===== config.mk =====
export PLATFORM = sky130hd
export DESIGN_NAME = aging_priority_scheduler_unit_flat
export DESIGN_NICKNAME = d
export VERILOG_FILES = /design/src/sv/aps_pkg.sv /design/src/sv/aps_if.sv /design/src/sv/aging_priority_scheduler_unit.sv /design/src/sv/aps_age_unit.sv /design/src/flat_wrapper.sv
export SDC_FILE = /design/constraint.sdc
export NUM_CORES = 1
export LEC_CHECK = 0
export BUFFER_PORTS_ARGS = -buffer_cell sky130_fd_sc_hd__buf_2
export CORE_ASPECT_RATIO = 2
export CORE_MARGIN = 8
export CORE_UTILIZATION = 45
export DETAILED_ROUTE_END_ITERATION = 8
export PLACE_DENSITY = 0.73
export SLEW_MARGIN = 15
export SYNTH_ARGS = -nofsm -noshare
export SYNTH_HDL_FRONTEND = slang
export SYNTH_SLANG_ARGS = --single-unit
export TNS_END_PERCENT = 100

===== constraint.sdc =====
create_clock -name clk -period 3.8 [get_ports clk]
set_input_delay 0.38 -clock clk [delete_from_list [all_inputs] [get_ports clk]]
set_output_delay 0.38 -clock clk [all_outputs]
set_load 0.005 [all_outputs]

===== src/sv/aps_pkg.sv =====
// Shared types and codes for the aging priority scheduler.
package aps_pkg;

    typedef logic [1:0]        action_t;
    typedef logic [1:0]        status_t;
    typedef logic signed [5:0] prio_t;

    localparam action_t ACT_CREATE  = 2'd0;
    localparam action_t ACT_REQUEUE = 2'd1;
    localparam action_t ACT_PICK    = 2'd2;
    localparam action_t ACT_SETPRIO = 2'd3;

    localparam status_t STAT_OK       = 2'd0;
    localparam status_t STAT_EMPTY    = 2'd1;
    localparam status_t STAT_NO_FREE  = 2'd2;
    localparam status_t STAT_BAD_TASK = 2'd3;

    localparam prio_t PRIO_LOW  = -6'sd20;
    localparam prio_t PRIO_HIGH = 6'sd20;

endpackage


===== src/sv/aps_if.sv =====
// Request and response channel interfaces of the aging priority scheduler.
interface aps_in_if;
    logic                valid;
    logic                ready;
    aps_pkg::action_t    action;
    logic [3:0]          task_id;
    aps_pkg::prio_t      priority_req;

    modport source (output valid, output action, output task_id, output priority_req,
                    input ready);
    modport sink   (input valid, input action, input task_id, input priority_req,
                    output ready);
endinterface

interface aps_out_if;
    logic                valid;
    logic                ready;
    logic [3:0]          chosen_task;
    logic                chosen_valid;
    aps_pkg::status_t    status;
    aps_pkg::prio_t      static_priority_out;
    logic [4:0]          ready_count;

    modport source (output valid, output chosen_task, output chosen_valid, output status,
                    output static_priority_out, output ready_count, input ready);
    modport sink   (input valid, input chosen_task, input chosen_valid, input status,
                    input static_priority_out, input ready_count, output ready);
endinterface


===== src/sv/aging_priority_scheduler_unit.sv =====
// Aging priority scheduler: sequencer, task tables and ready-order memory.
//
// One request word enters on sched_in (action, task_id, priority_req) and one
// response word leaves on sched_out per request. Both channels move a word when
// valid and ready are high at a rising clock edge.
// sched_in.ready is high only while the sequencer is idle; one request is worked
// on at a time. Create, requeue, set priority and a pick on an empty order pass
// through the execute, read and result states before the response is registered.
// A pick walks the ready order once to age every queued entry and choose the
// lowest dynamic priority, then closes the gap left by the removed entry; both
// passes go through the single read port of the ready-order memory.
// The response sits in an output register: the next request is taken while it
// waits, and the sequencer holds its finished result until the register frees
// when the receiver stalls.
// rst_n (asynchronous, active low) empties the ready order, clears all task
// exists and queued flags and the id counter; no clearing pass is needed, the
// priority tables are masked by the exists flags until written.
module aging_priority_scheduler_unit #(
    parameter int MAX_TASKS      = 16,
    parameter int DYN_PRIO_WIDTH = 8
) (
    input  logic      clk,
    input  logic      rst_n,
    aps_in_if.sink    sched_in,
    aps_out_if.source sched_out
);
    import aps_pkg::*;

    localparam int DW    = DYN_PRIO_WIDTH;
    localparam int IDX_W = (MAX_TASKS > 1) ? $clog2(MAX_TASKS) : 1;
    localparam int CNT_W = $clog2(MAX_TASKS + 1);
    localparam logic [CNT_W-1:0] MAX_CNT = CNT_W'(MAX_TASKS);

    localparam logic [2:0] ST_IDLE  = 3'd0;
    localparam logic [2:0] ST_EXEC  = 3'd1;
    localparam logic [2:0] ST_WALK  = 3'd2;
    localparam logic [2:0] ST_FIX   = 3'd3;
    localparam logic [2:0] ST_SHIFT = 3'd4;
    localparam logic [2:0] ST_READ  = 3'd5;
    localparam logic [2:0] ST_RES   = 3'd6;

    logic [2:0]           state_reg, state_next;
    action_t              act_reg, act_next;
    logic [3:0]           tid_reg, tid_next;
    prio_t                req_reg, req_next;
    logic [CNT_W-1:0]     qlen_reg, qlen_next;
    logic [CNT_W-1:0]     next_id_reg, next_id_next;
    logic [MAX_TASKS-1:0] exists_reg, exists_next;
    logic [MAX_TASKS-1:0] queued_reg, queued_next;
    logic [IDX_W-1:0]     chosen_reg, chosen_next;
    logic                 valid_reg, valid_next;
    status_t              status_reg, status_next;

    logic [CNT_W-1:0]     issue_reg, issue_next;
    logic                 s1_v_reg, s1_v_next;
    logic [IDX_W-1:0]     s1_pos_reg, s1_pos_next;
    logic                 s2_v_reg, s2_v_next;
    logic [IDX_W-1:0]     s2_pos_reg, s2_pos_next;
    logic [IDX_W-1:0]     s2_tid_reg, s2_tid_next;
    logic [IDX_W-1:0]     best_reg, best_next;
    logic [IDX_W-1:0]     best_pos_reg, best_pos_next;
    logic signed [DW-1:0] best_val_reg, best_val_next;
    prio_t                best_stat_reg, best_stat_next;
    logic [CNT_W-1:0]     sh_rd_reg, sh_rd_next;
    logic                 sh_v_reg, sh_v_next;
    logic [IDX_W-1:0]     sh_wr_reg, sh_wr_next;

    logic                 out_valid_reg, out_valid_next;
    logic [3:0]           out_task_reg, out_task_next;
    logic                 out_cv_reg, out_cv_next;
    status_t              out_status_reg, out_status_next;
    prio_t                out_sp_reg, out_sp_next;
    logic [4:0]           out_cnt_reg, out_cnt_next;

    prio_t                stat_mem [MAX_TASKS];
    logic signed [DW-1:0] dyn_mem  [MAX_TASKS];
    logic [IDX_W-1:0]     ro_mem   [MAX_TASKS];

    prio_t                stat_q;
    logic signed [DW-1:0] dyn_q;
    logic [IDX_W-1:0]     ro_q;

    logic                 stat_we;
    logic [IDX_W-1:0]     stat_waddr, stat_raddr;
    prio_t                stat_wdata;
    logic                 dyn_we;
    logic [IDX_W-1:0]     dyn_waddr;
    logic signed [DW-1:0] dyn_wdata;
    logic                 ro_we;
    logic [IDX_W-1:0]     ro_waddr, ro_raddr;
    logic [IDX_W-1:0]     ro_wdata;

    logic                 tid_ok;
    logic [IDX_W-1:0]     tid_idx;
    logic [IDX_W-1:0]     new_id;
    logic                 out_free;
    logic signed [DW-1:0] aged;
    logic                 take;

    assign tid_ok   = int'(tid_reg) < MAX_TASKS;
    assign tid_idx  = IDX_W'(tid_reg);
    assign new_id   = next_id_reg[IDX_W-1:0];
    assign out_free = !out_valid_reg || sched_out.ready;

    assign stat_raddr = (state_reg == ST_WALK) ? ro_q : tid_idx;
    assign ro_raddr   = (state_reg == ST_SHIFT) ? sh_rd_reg[IDX_W-1:0]
                                                : issue_reg[IDX_W-1:0];

    aps_age_unit #(
        .DW (DW)
    ) u_age (
        .cur  (dyn_q),
        .best (best_val_reg),
        .seed (s2_pos_reg == '0),
        .aged (aged),
        .take (take)
    );

    always_ff @(posedge clk)
    begin
        if (stat_we)
        begin
            stat_mem[stat_waddr] <= stat_wdata;
        end
        stat_q <= stat_mem[stat_raddr];
    end

    always_ff @(posedge clk)
    begin
        if (dyn_we)
        begin
            dyn_mem[dyn_waddr] <= dyn_wdata;
        end
        dyn_q <= dyn_mem[ro_q];
    end

    always_ff @(posedge clk)
    begin
        if (ro_we)
        begin
            ro_mem[ro_waddr] <= ro_wdata;
        end
        ro_q <= ro_mem[ro_raddr];
    end

    always_comb
    begin
        state_next      = state_reg;
        act_next        = act_reg;
        tid_next        = tid_reg;
        req_next        = req_reg;
        qlen_next       = qlen_reg;
        next_id_next    = next_id_reg;
        exists_next     = exists_reg;
        queued_next     = queued_reg;
        chosen_next     = chosen_reg;
        valid_next      = valid_reg;
        status_next     = status_reg;
        issue_next      = issue_reg;
        s1_v_next       = s1_v_reg;
        s1_pos_next     = s1_pos_reg;
        s2_v_next       = s2_v_reg;
        s2_pos_next     = s2_pos_reg;
        s2_tid_next     = s2_tid_reg;
        best_next       = best_reg;
        best_pos_next   = best_pos_reg;
        best_val_next   = best_val_reg;
        best_stat_next  = best_stat_reg;
        sh_rd_next      = sh_rd_reg;
        sh_v_next       = sh_v_reg;
        sh_wr_next      = sh_wr_reg;
        out_valid_next  = out_valid_reg && !sched_out.ready;
        out_task_next   = out_task_reg;
        out_cv_next     = out_cv_reg;
        out_status_next = out_status_reg;
        out_sp_next     = out_sp_reg;
        out_cnt_next    = out_cnt_reg;
        stat_we         = 1'b0;
        stat_waddr      = tid_idx;
        stat_wdata      = req_reg;
        dyn_we          = 1'b0;
        dyn_waddr       = tid_idx;
        dyn_wdata       = DW'(req_reg);
        ro_we           = 1'b0;
        ro_waddr        = qlen_reg[IDX_W-1:0];
        ro_wdata        = tid_idx;

        unique case (state_reg)
            ST_IDLE:
            begin
                if (sched_in.valid)
                begin
                    act_next    = sched_in.action;
                    tid_next    = sched_in.task_id;
                    if (sched_in.priority_req < PRIO_LOW)
                    begin
                        req_next = PRIO_LOW;
                    end
                    else if (sched_in.priority_req > PRIO_HIGH)
                    begin
                        req_next = PRIO_HIGH;
                    end
                    else
                    begin
                        req_next = sched_in.priority_req;
                    end
                    chosen_next = '0;
                    valid_next  = 1'b0;
                    status_next = STAT_OK;
                    state_next  = ST_EXEC;
                end
            end
            ST_EXEC:
            begin
                state_next = ST_READ;
                unique case (act_reg)
                    ACT_CREATE:
                    begin
                        if (next_id_reg >= MAX_CNT)
                        begin
                            status_next = STAT_NO_FREE;
                        end
                        else
                        begin
                            next_id_next        = next_id_reg + 1'b1;
                            exists_next[new_id] = 1'b1;
                            stat_we             = 1'b1;
                            stat_waddr          = new_id;
                            stat_wdata          = '0;
                            dyn_we              = 1'b1;
                            dyn_waddr           = new_id;
                            dyn_wdata           = '0;
                            if (qlen_reg < MAX_CNT)
                            begin
                                ro_we               = 1'b1;
                                ro_wdata            = new_id;
                                qlen_next           = qlen_reg + 1'b1;
                                queued_next[new_id] = 1'b1;
                            end
                            chosen_next = new_id;
                            valid_next  = 1'b1;
                        end
                    end
                    ACT_REQUEUE:
                    begin
                        if (!tid_ok || !exists_reg[tid_idx] || queued_reg[tid_idx])
                        begin
                            status_next = STAT_BAD_TASK;
                        end
                        else if (qlen_reg < MAX_CNT)
                        begin
                            ro_we                = 1'b1;
                            qlen_next            = qlen_reg + 1'b1;
                            queued_next[tid_idx] = 1'b1;
                        end
                    end
                    ACT_PICK:
                    begin
                        if (qlen_reg == '0)
                        begin
                            status_next = STAT_EMPTY;
                        end
                        else
                        begin
                            issue_next = '0;
                            s1_v_next  = 1'b0;
                            s2_v_next  = 1'b0;
                            state_next = ST_WALK;
                        end
                    end
                    ACT_SETPRIO:
                    begin
                        if (!tid_ok || !exists_reg[tid_idx])
                        begin
                            status_next = STAT_BAD_TASK;
                        end
                        else
                        begin
                            stat_we = 1'b1;
                            dyn_we  = 1'b1;
                        end
                    end
                    default:
                    begin
                        status_next = STAT_BAD_TASK;
                    end
                endcase
            end
            ST_WALK:
            begin
                // stage 0: order read, stage 1: priority reads, stage 2: age and compare
                if (issue_reg < qlen_reg)
                begin
                    issue_next  = issue_reg + 1'b1;
                    s1_v_next   = 1'b1;
                    s1_pos_next = issue_reg[IDX_W-1:0];
                end
                else
                begin
                    s1_v_next = 1'b0;
                end
                s2_v_next   = s1_v_reg;
                s2_pos_next = s1_pos_reg;
                s2_tid_next = ro_q;
                if (s2_v_reg)
                begin
                    dyn_we    = 1'b1;
                    dyn_waddr = s2_tid_reg;
                    dyn_wdata = aged;
                    if (take)
                    begin
                        best_next      = s2_tid_reg;
                        best_pos_next  = s2_pos_reg;
                        best_val_next  = aged;
                        best_stat_next = stat_q;
                    end
                    if (CNT_W'(s2_pos_reg) == qlen_reg - 1'b1)
                    begin
                        state_next = ST_FIX;
                    end
                end
            end
            ST_FIX:
            begin
                dyn_we                = 1'b1;
                dyn_waddr             = best_reg;
                dyn_wdata             = DW'(best_stat_reg);
                queued_next[best_reg] = 1'b0;
                chosen_next           = best_reg;
                valid_next            = 1'b1;
                sh_rd_next            = CNT_W'(best_pos_reg) + 1'b1;
                sh_v_next             = 1'b0;
                state_next            = ST_SHIFT;
            end
            ST_SHIFT:
            begin
                if (sh_rd_reg < qlen_reg)
                begin
                    sh_v_next  = 1'b1;
                    sh_wr_next = IDX_W'(sh_rd_reg - 1'b1);
                    sh_rd_next = sh_rd_reg + 1'b1;
                end
                else
                begin
                    sh_v_next = 1'b0;
                end
                if (sh_v_reg)
                begin
                    ro_we    = 1'b1;
                    ro_waddr = sh_wr_reg;
                    ro_wdata = ro_q;
                end
                if (!(sh_rd_reg < qlen_reg) && !sh_v_reg)
                begin
                    qlen_next  = qlen_reg - 1'b1;
                    state_next = ST_READ;
                end
            end
            ST_READ:
            begin
                state_next = ST_RES;
            end
            ST_RES:
            begin
                if (out_free)
                begin
                    out_valid_next  = 1'b1;
                    out_task_next   = 4'(chosen_reg);
                    out_cv_next     = valid_reg;
                    out_status_next = status_reg;
                    out_sp_next     = (tid_ok && exists_reg[tid_idx]) ? stat_q : '0;
                    out_cnt_next    = 5'(qlen_reg);
                    state_next      = ST_IDLE;
                end
            end
            default:
            begin
                state_next = ST_IDLE;
            end
        endcase
    end

    always_ff @(posedge clk or negedge rst_n)
    begin
        if (!rst_n)
        begin
            state_reg     <= ST_IDLE;
            qlen_reg      <= '0;
            next_id_reg   <= '0;
            exists_reg    <= '0;
            queued_reg    <= '0;
            s1_v_reg      <= 1'b0;
            s2_v_reg      <= 1'b0;
            sh_v_reg      <= 1'b0;
            out_valid_reg <= 1'b0;
        end
        else
        begin
            state_reg     <= state_next;
            qlen_reg      <= qlen_next;
            next_id_reg   <= next_id_next;
            exists_reg    <= exists_next;
            queued_reg    <= queued_next;
            s1_v_reg      <= s1_v_next;
            s2_v_reg      <= s2_v_next;
            sh_v_reg      <= sh_v_next;
            out_valid_reg <= out_valid_next;
        end
    end

    always_ff @(posedge clk)
    begin
        act_reg        <= act_next;
        tid_reg        <= tid_next;
        req_reg        <= req_next;
        chosen_reg     <= chosen_next;
        valid_reg      <= valid_next;
        status_reg     <= status_next;
        issue_reg      <= issue_next;
        s1_pos_reg     <= s1_pos_next;
        s2_pos_reg     <= s2_pos_next;
        s2_tid_reg     <= s2_tid_next;
        best_reg       <= best_next;
        best_pos_reg   <= best_pos_next;
        best_val_reg   <= best_val_next;
        best_stat_reg  <= best_stat_next;
        sh_rd_reg      <= sh_rd_next;
        sh_wr_reg      <= sh_wr_next;
        out_task_reg   <= out_task_next;
        out_cv_reg     <= out_cv_next;
        out_status_reg <= out_status_next;
        out_sp_reg     <= out_sp_next;
        out_cnt_reg    <= out_cnt_next;
    end

    assign sched_in.ready                = (state_reg == ST_IDLE);
    assign sched_out.valid               = out_valid_reg;
    assign sched_out.chosen_task         = out_task_reg;
    assign sched_out.chosen_valid        = out_cv_reg;
    assign sched_out.status              = out_status_reg;
    assign sched_out.static_priority_out = out_sp_reg;
    assign sched_out.ready_count         = out_cnt_reg;
endmodule


===== src/sv/aps_age_unit.sv =====
// Aging unit: saturating decrement of a dynamic priority and best-so-far compare.
module aps_age_unit #(
    parameter int DW = 8
) (
    input  logic signed [DW-1:0] cur,
    input  logic signed [DW-1:0] best,
    input  logic                 seed,
    output logic signed [DW-1:0] aged,
    output logic                 take
);
    localparam logic signed [DW-1:0] DYN_MIN = {1'b1, {(DW-1){1'b0}}};
    localparam logic signed [DW-1:0] ONE     = DW'(1);

    assign aged = (cur == DYN_MIN) ? cur : cur - ONE;
    // later task wins a tie
    assign take = seed || (best >= aged);
endmodule


===== src/flat_wrapper.sv =====
// flat-port wrapper written by rule: the top's interface ports become plain ports
module aging_priority_scheduler_unit_flat import aps_pkg::*;
#(
    parameter int MAX_TASKS      = 16,
    parameter int DYN_PRIO_WIDTH = 8
)
  (clk, rst_n, sched_in_valid, sched_in_action, sched_in_task_id, sched_in_priority_req, sched_in_ready, sched_out_valid, sched_out_chosen_task, sched_out_chosen_valid, sched_out_status, sched_out_static_priority_out, sched_out_ready_count, sched_out_ready);
  aps_in_if sched_in_i ();
  aps_out_if sched_out_i ();
  input  logic clk;
  input  logic rst_n;
  input wire logic [$bits(sched_in_i.valid)-1:0] sched_in_valid;
  input wire logic [$bits(sched_in_i.action)-1:0] sched_in_action;
  input wire logic [$bits(sched_in_i.task_id)-1:0] sched_in_task_id;
  input wire logic [$bits(sched_in_i.priority_req)-1:0] sched_in_priority_req;
  output wire logic [$bits(sched_in_i.ready)-1:0] sched_in_ready;
  output wire logic [$bits(sched_out_i.valid)-1:0] sched_out_valid;
  output wire logic [$bits(sched_out_i.chosen_task)-1:0] sched_out_chosen_task;
  output wire logic [$bits(sched_out_i.chosen_valid)-1:0] sched_out_chosen_valid;
  output wire logic [$bits(sched_out_i.status)-1:0] sched_out_status;
  output wire logic [$bits(sched_out_i.static_priority_out)-1:0] sched_out_static_priority_out;
  output wire logic [$bits(sched_out_i.ready_count)-1:0] sched_out_ready_count;
  input wire logic [$bits(sched_out_i.ready)-1:0] sched_out_ready;
  assign sched_in_i.valid = sched_in_valid;
  assign sched_in_i.action = sched_in_action;
  assign sched_in_i.task_id = sched_in_task_id;
  assign sched_in_i.priority_req = sched_in_priority_req;
  assign sched_in_ready = sched_in_i.ready;
  assign sched_out_valid = sched_out_i.valid;
  assign sched_out_chosen_task = sched_out_i.chosen_task;
  assign sched_out_chosen_valid = sched_out_i.chosen_valid;
  assign sched_out_status = sched_out_i.status;
  assign sched_out_static_priority_out = sched_out_i.static_priority_out;
  assign sched_out_ready_count = sched_out_i.ready_count;
  assign sched_out_i.ready = sched_out_ready;
  aging_priority_scheduler_unit #(.MAX_TASKS(MAX_TASKS), .DYN_PRIO_WIDTH(DYN_PRIO_WIDTH)) u_core (.clk(clk), .rst_n(rst_n), .sched_in(sched_in_i), .sched_out(sched_out_i));
endmodule

==> flow_summary.ini <==
[synthesis]
synth_top_area_frac = 0.590
ys_async_sr_fraction = 0.111
ys.flop_type = edfxtp_1
yosysTopAreaCell = edfxtp_1
ys_seq_elements = 440
mappedNetlistArea_mm2 = 0.0190
netlist_instances = 1246
synth_nets = 1292
ys_types = 73
ys_warn_count = 0
ys_seq_area_frac = 0.673
avgSynthCellArea_um2 = 15.2
synthTopCellsByArea = edfxtp_1 59%, dfrtp_1 6.5%, mux4_2 6.4%
synth_edf_count = 373

[clocking]
htreeDepth = 2
cts_buffers = 36
clk_latency_ns = 0.54
postCtsSetupBuffers = 0
ctsLongestPathBuffers = 3
clk_pin_slew_ns = 0.08
cts_tree = built
post_cts_resized = 0
cts_sinks = 440
clockRootBuffer = clkbuf_16

[cells_and_area]
largest_reg_flops = 128
mostFrequentLayoutCells = 373 x edfxtp_1, 95 x nor2_1, 68 x mux2i_1
reg_top3 = u_core.dyn_mem x128, u_core.stat_mem x96, u_core.ro_mem x64
drive_above_1_share = 0.194
syn_to_final_growth_pct = 11.5
fin_area_mm2 = 0.0212
fin_nets = 1358
diodes = 0
regMostFlops = u_core.dyn_mem
post-route-util = 0.507
final_common_cell = edfxtp_1

[power_and_ir_drop]
pwr-share-seq = 0.444
peakVddDrop_v = 0.000294
netSwitchingPower_mw = 4.76
powerDensity_mw_per_mm2 = 693
pwr-share-clk = 0.258
comb_power_share = 0.298
p_leak_nw = 7.46
intPower_mw = 9.92
switching_share = 0.324

[sta]
timing.setup.tns_ns = 0
rsz0062_at_grt = false
finalWorstSetupSlack_ns = 0.210
max_freq_mhz = 279
setup_viol = 0
period_share = 0.945
slew_headroom = 0.260
worst_pin_slew_ns = 1.11
post-route-min-period_ns = 3.59
hold_ws_ns = 0.0215
report.final.slew_viol_count = 0
fin_skew_ns = 0.0235
finalHoldViolCount = 0

[drt]
drtPass1Iterations = 6
viasPerCell = 5.88
antenna_left = 0
drt-total-wl_mm = 45.0
avgRoutedWirePerCell_um = 24.0
dr_total_vias = 11100
drtIter0Drc = 969
drc = 0

[worst_hold_path]
min_path_type = in2reg

[place]
dpl.hpwl_mm = 32.7
gp_congestion = 0.916
numPortBuffers = 35
placed_area_mm2 = 0.0200
place_ws_ns = 0.223

[critical_path]
crit_path_end_kind = flop
worstSetupPathType = reg2reg
crit_path_start_kind = flop
worstPathMaxFanout = 14
arrival_ns = 3.88
worstPathRequired_ns = 4.09

[grt]
grt_max_degree = 37
gr-usage-met3 = 0.0224
antenna_found_initial = 0
grt_pass1_vias = 11600
met2_usage = 0.341
busiest_layer = met2
grt_pass1_wl_mm = 67.2
grt_overflow = 0
track_usage = 0.180
grt_use_met1 = 0.173

[status]
status = complete, no violations

[floorplanning]
pin_count = 36
die_h_um = 307
dieArea_mm2 = 0.0494
coreArea_mm2 = 0.0418
die_x_um = 161
core.rowCount = 106
start_util = 0.455

[job]
drv_cap = 0
[cells by family after synthesis]
logic type | share of synthesized area
AOI/OAI and AO/OA | 0.0794
xor gates and xnor gates | 0.0115
adders and majority gates | 0.0203
buffers and inverters | 0.0236
DFF | 0.673
muxes | 0.118
and+or+nand+nor | 0.0738
[final cells by class]
cell class	count	area (um^2)
Fill cell	3428	20600
Sequential cell	440	12800
Multi-Input combinational cell	711	5780
Clock buffer	48	1020
Tap cell	540	676
Timing Repair Buffer	92	631
Clock inverter	16	184
Inverter	31	116
[through the flow]
step / cells / power (mW)
4_1_cts: 1878 / 14.7
3_5_place_dp: 1813 / 11.0
5_1_grt: 1878 / 15.3
6_report: 1878 / 14.7
3_3_place_gp: 1813 / 10.8
2_1_floorplan: 1246 / 9.52
[what timing repair did]
item,in CTS,in global routing
endpoints found under the hold margin,30,0
hold buffers,1,0
endpoints found under the setup margin,0,0
[synth_stat cells, types with 5 or more instances]
cell	instances
o21ai_0	52
nor3_1	19
ha_1	30
nor2b_1	18
xor2_1	8
buf_2	13
inv_1	31
nor2_1	96
edfxtp_1	373
a31oi_1	14
a32oi_1	21
mux2_1	7
mux4_2	54
o21ai_1	11
a31o_2	16
mux2i_1	68
a22oi_1	22
nand3_1	21
dfrtp_1	49
nand2_1	65
a221o_1	5
buf_6	9
a21o_1	8
a21oi_1	24
o22ai_1	6
nand2b_1	12
clkbuf_1	36
xnor2_1	17
mux2_2	15
and2_1	21
o31ai_1	6
dfxtp_1	18
a221oi_1	5
[layer usage]
layer	vias up	share of wire
li1	4934	-
met1	5521	0.33
met2	424	0.55
met3	173	0.042
met4	0	0.078
met5	-	0
[critical path, cell delays in order (launching register included)]
cell and delay [ns]:
dfxtp_1 0.32, nor2_1 0.23, and3_1 0.23, and3_1 0.27, mux2_2 0.39, ha_1 0.31, o211ai_1 0.17, a21oi_1 0.06
a2111oi_0 0.47, nor2_1 0.12, o211ai_1 0.21, a31oi_2 0.28, buf_4 0.29
[power groups by stage]
stage | Sequential [mW] | Clock, mW | Combinational [mW]
finish | 6.51 | 3.79 | 4.38
global route | 6.56 | 4.02 | 4.68
CTS | 6.51 | 3.86 | 4.38
detailed placement | 6.60 | 0 | 4.37
global placement | 6.60 | 0 | 4.24
floorplan | 6.35 | 0 | 3.17
[final timing paths]
kind / from / end / slack [ns] / cells after the start
worst min-delay path: sched_in_task_id[1] / u_core.tid_idx[1]$_DFFE_PP_ / 0.02 / 1
min in group asynchronous: rst_n / u_core.queued_reg[11]$_DFFE_PN0P_ / 0.43 / 2
worst min register to register: u_core.s1_pos_reg[0]$_DFFE_PP_ / u_core.s2_pos_reg[0]$_DFFE_PP_ / 0.43 / 0
worst max-delay path: u_core.dyn_q[3]$_DFF_P_ / u_core.best_reg[3]$_DFFE_PP_ / 0.21 / 12
worst max register to register: u_core.dyn_q[3]$_DFF_P_ / u_core.best_reg[3]$_DFFE_PP_ / 0.21 / 12
max in group asynchronous: rst_n / u_core.sched_out.valid$_DFF_PN0_ / 2.58 / 3
Note: power is estimated with default switching activity, not from simulation.
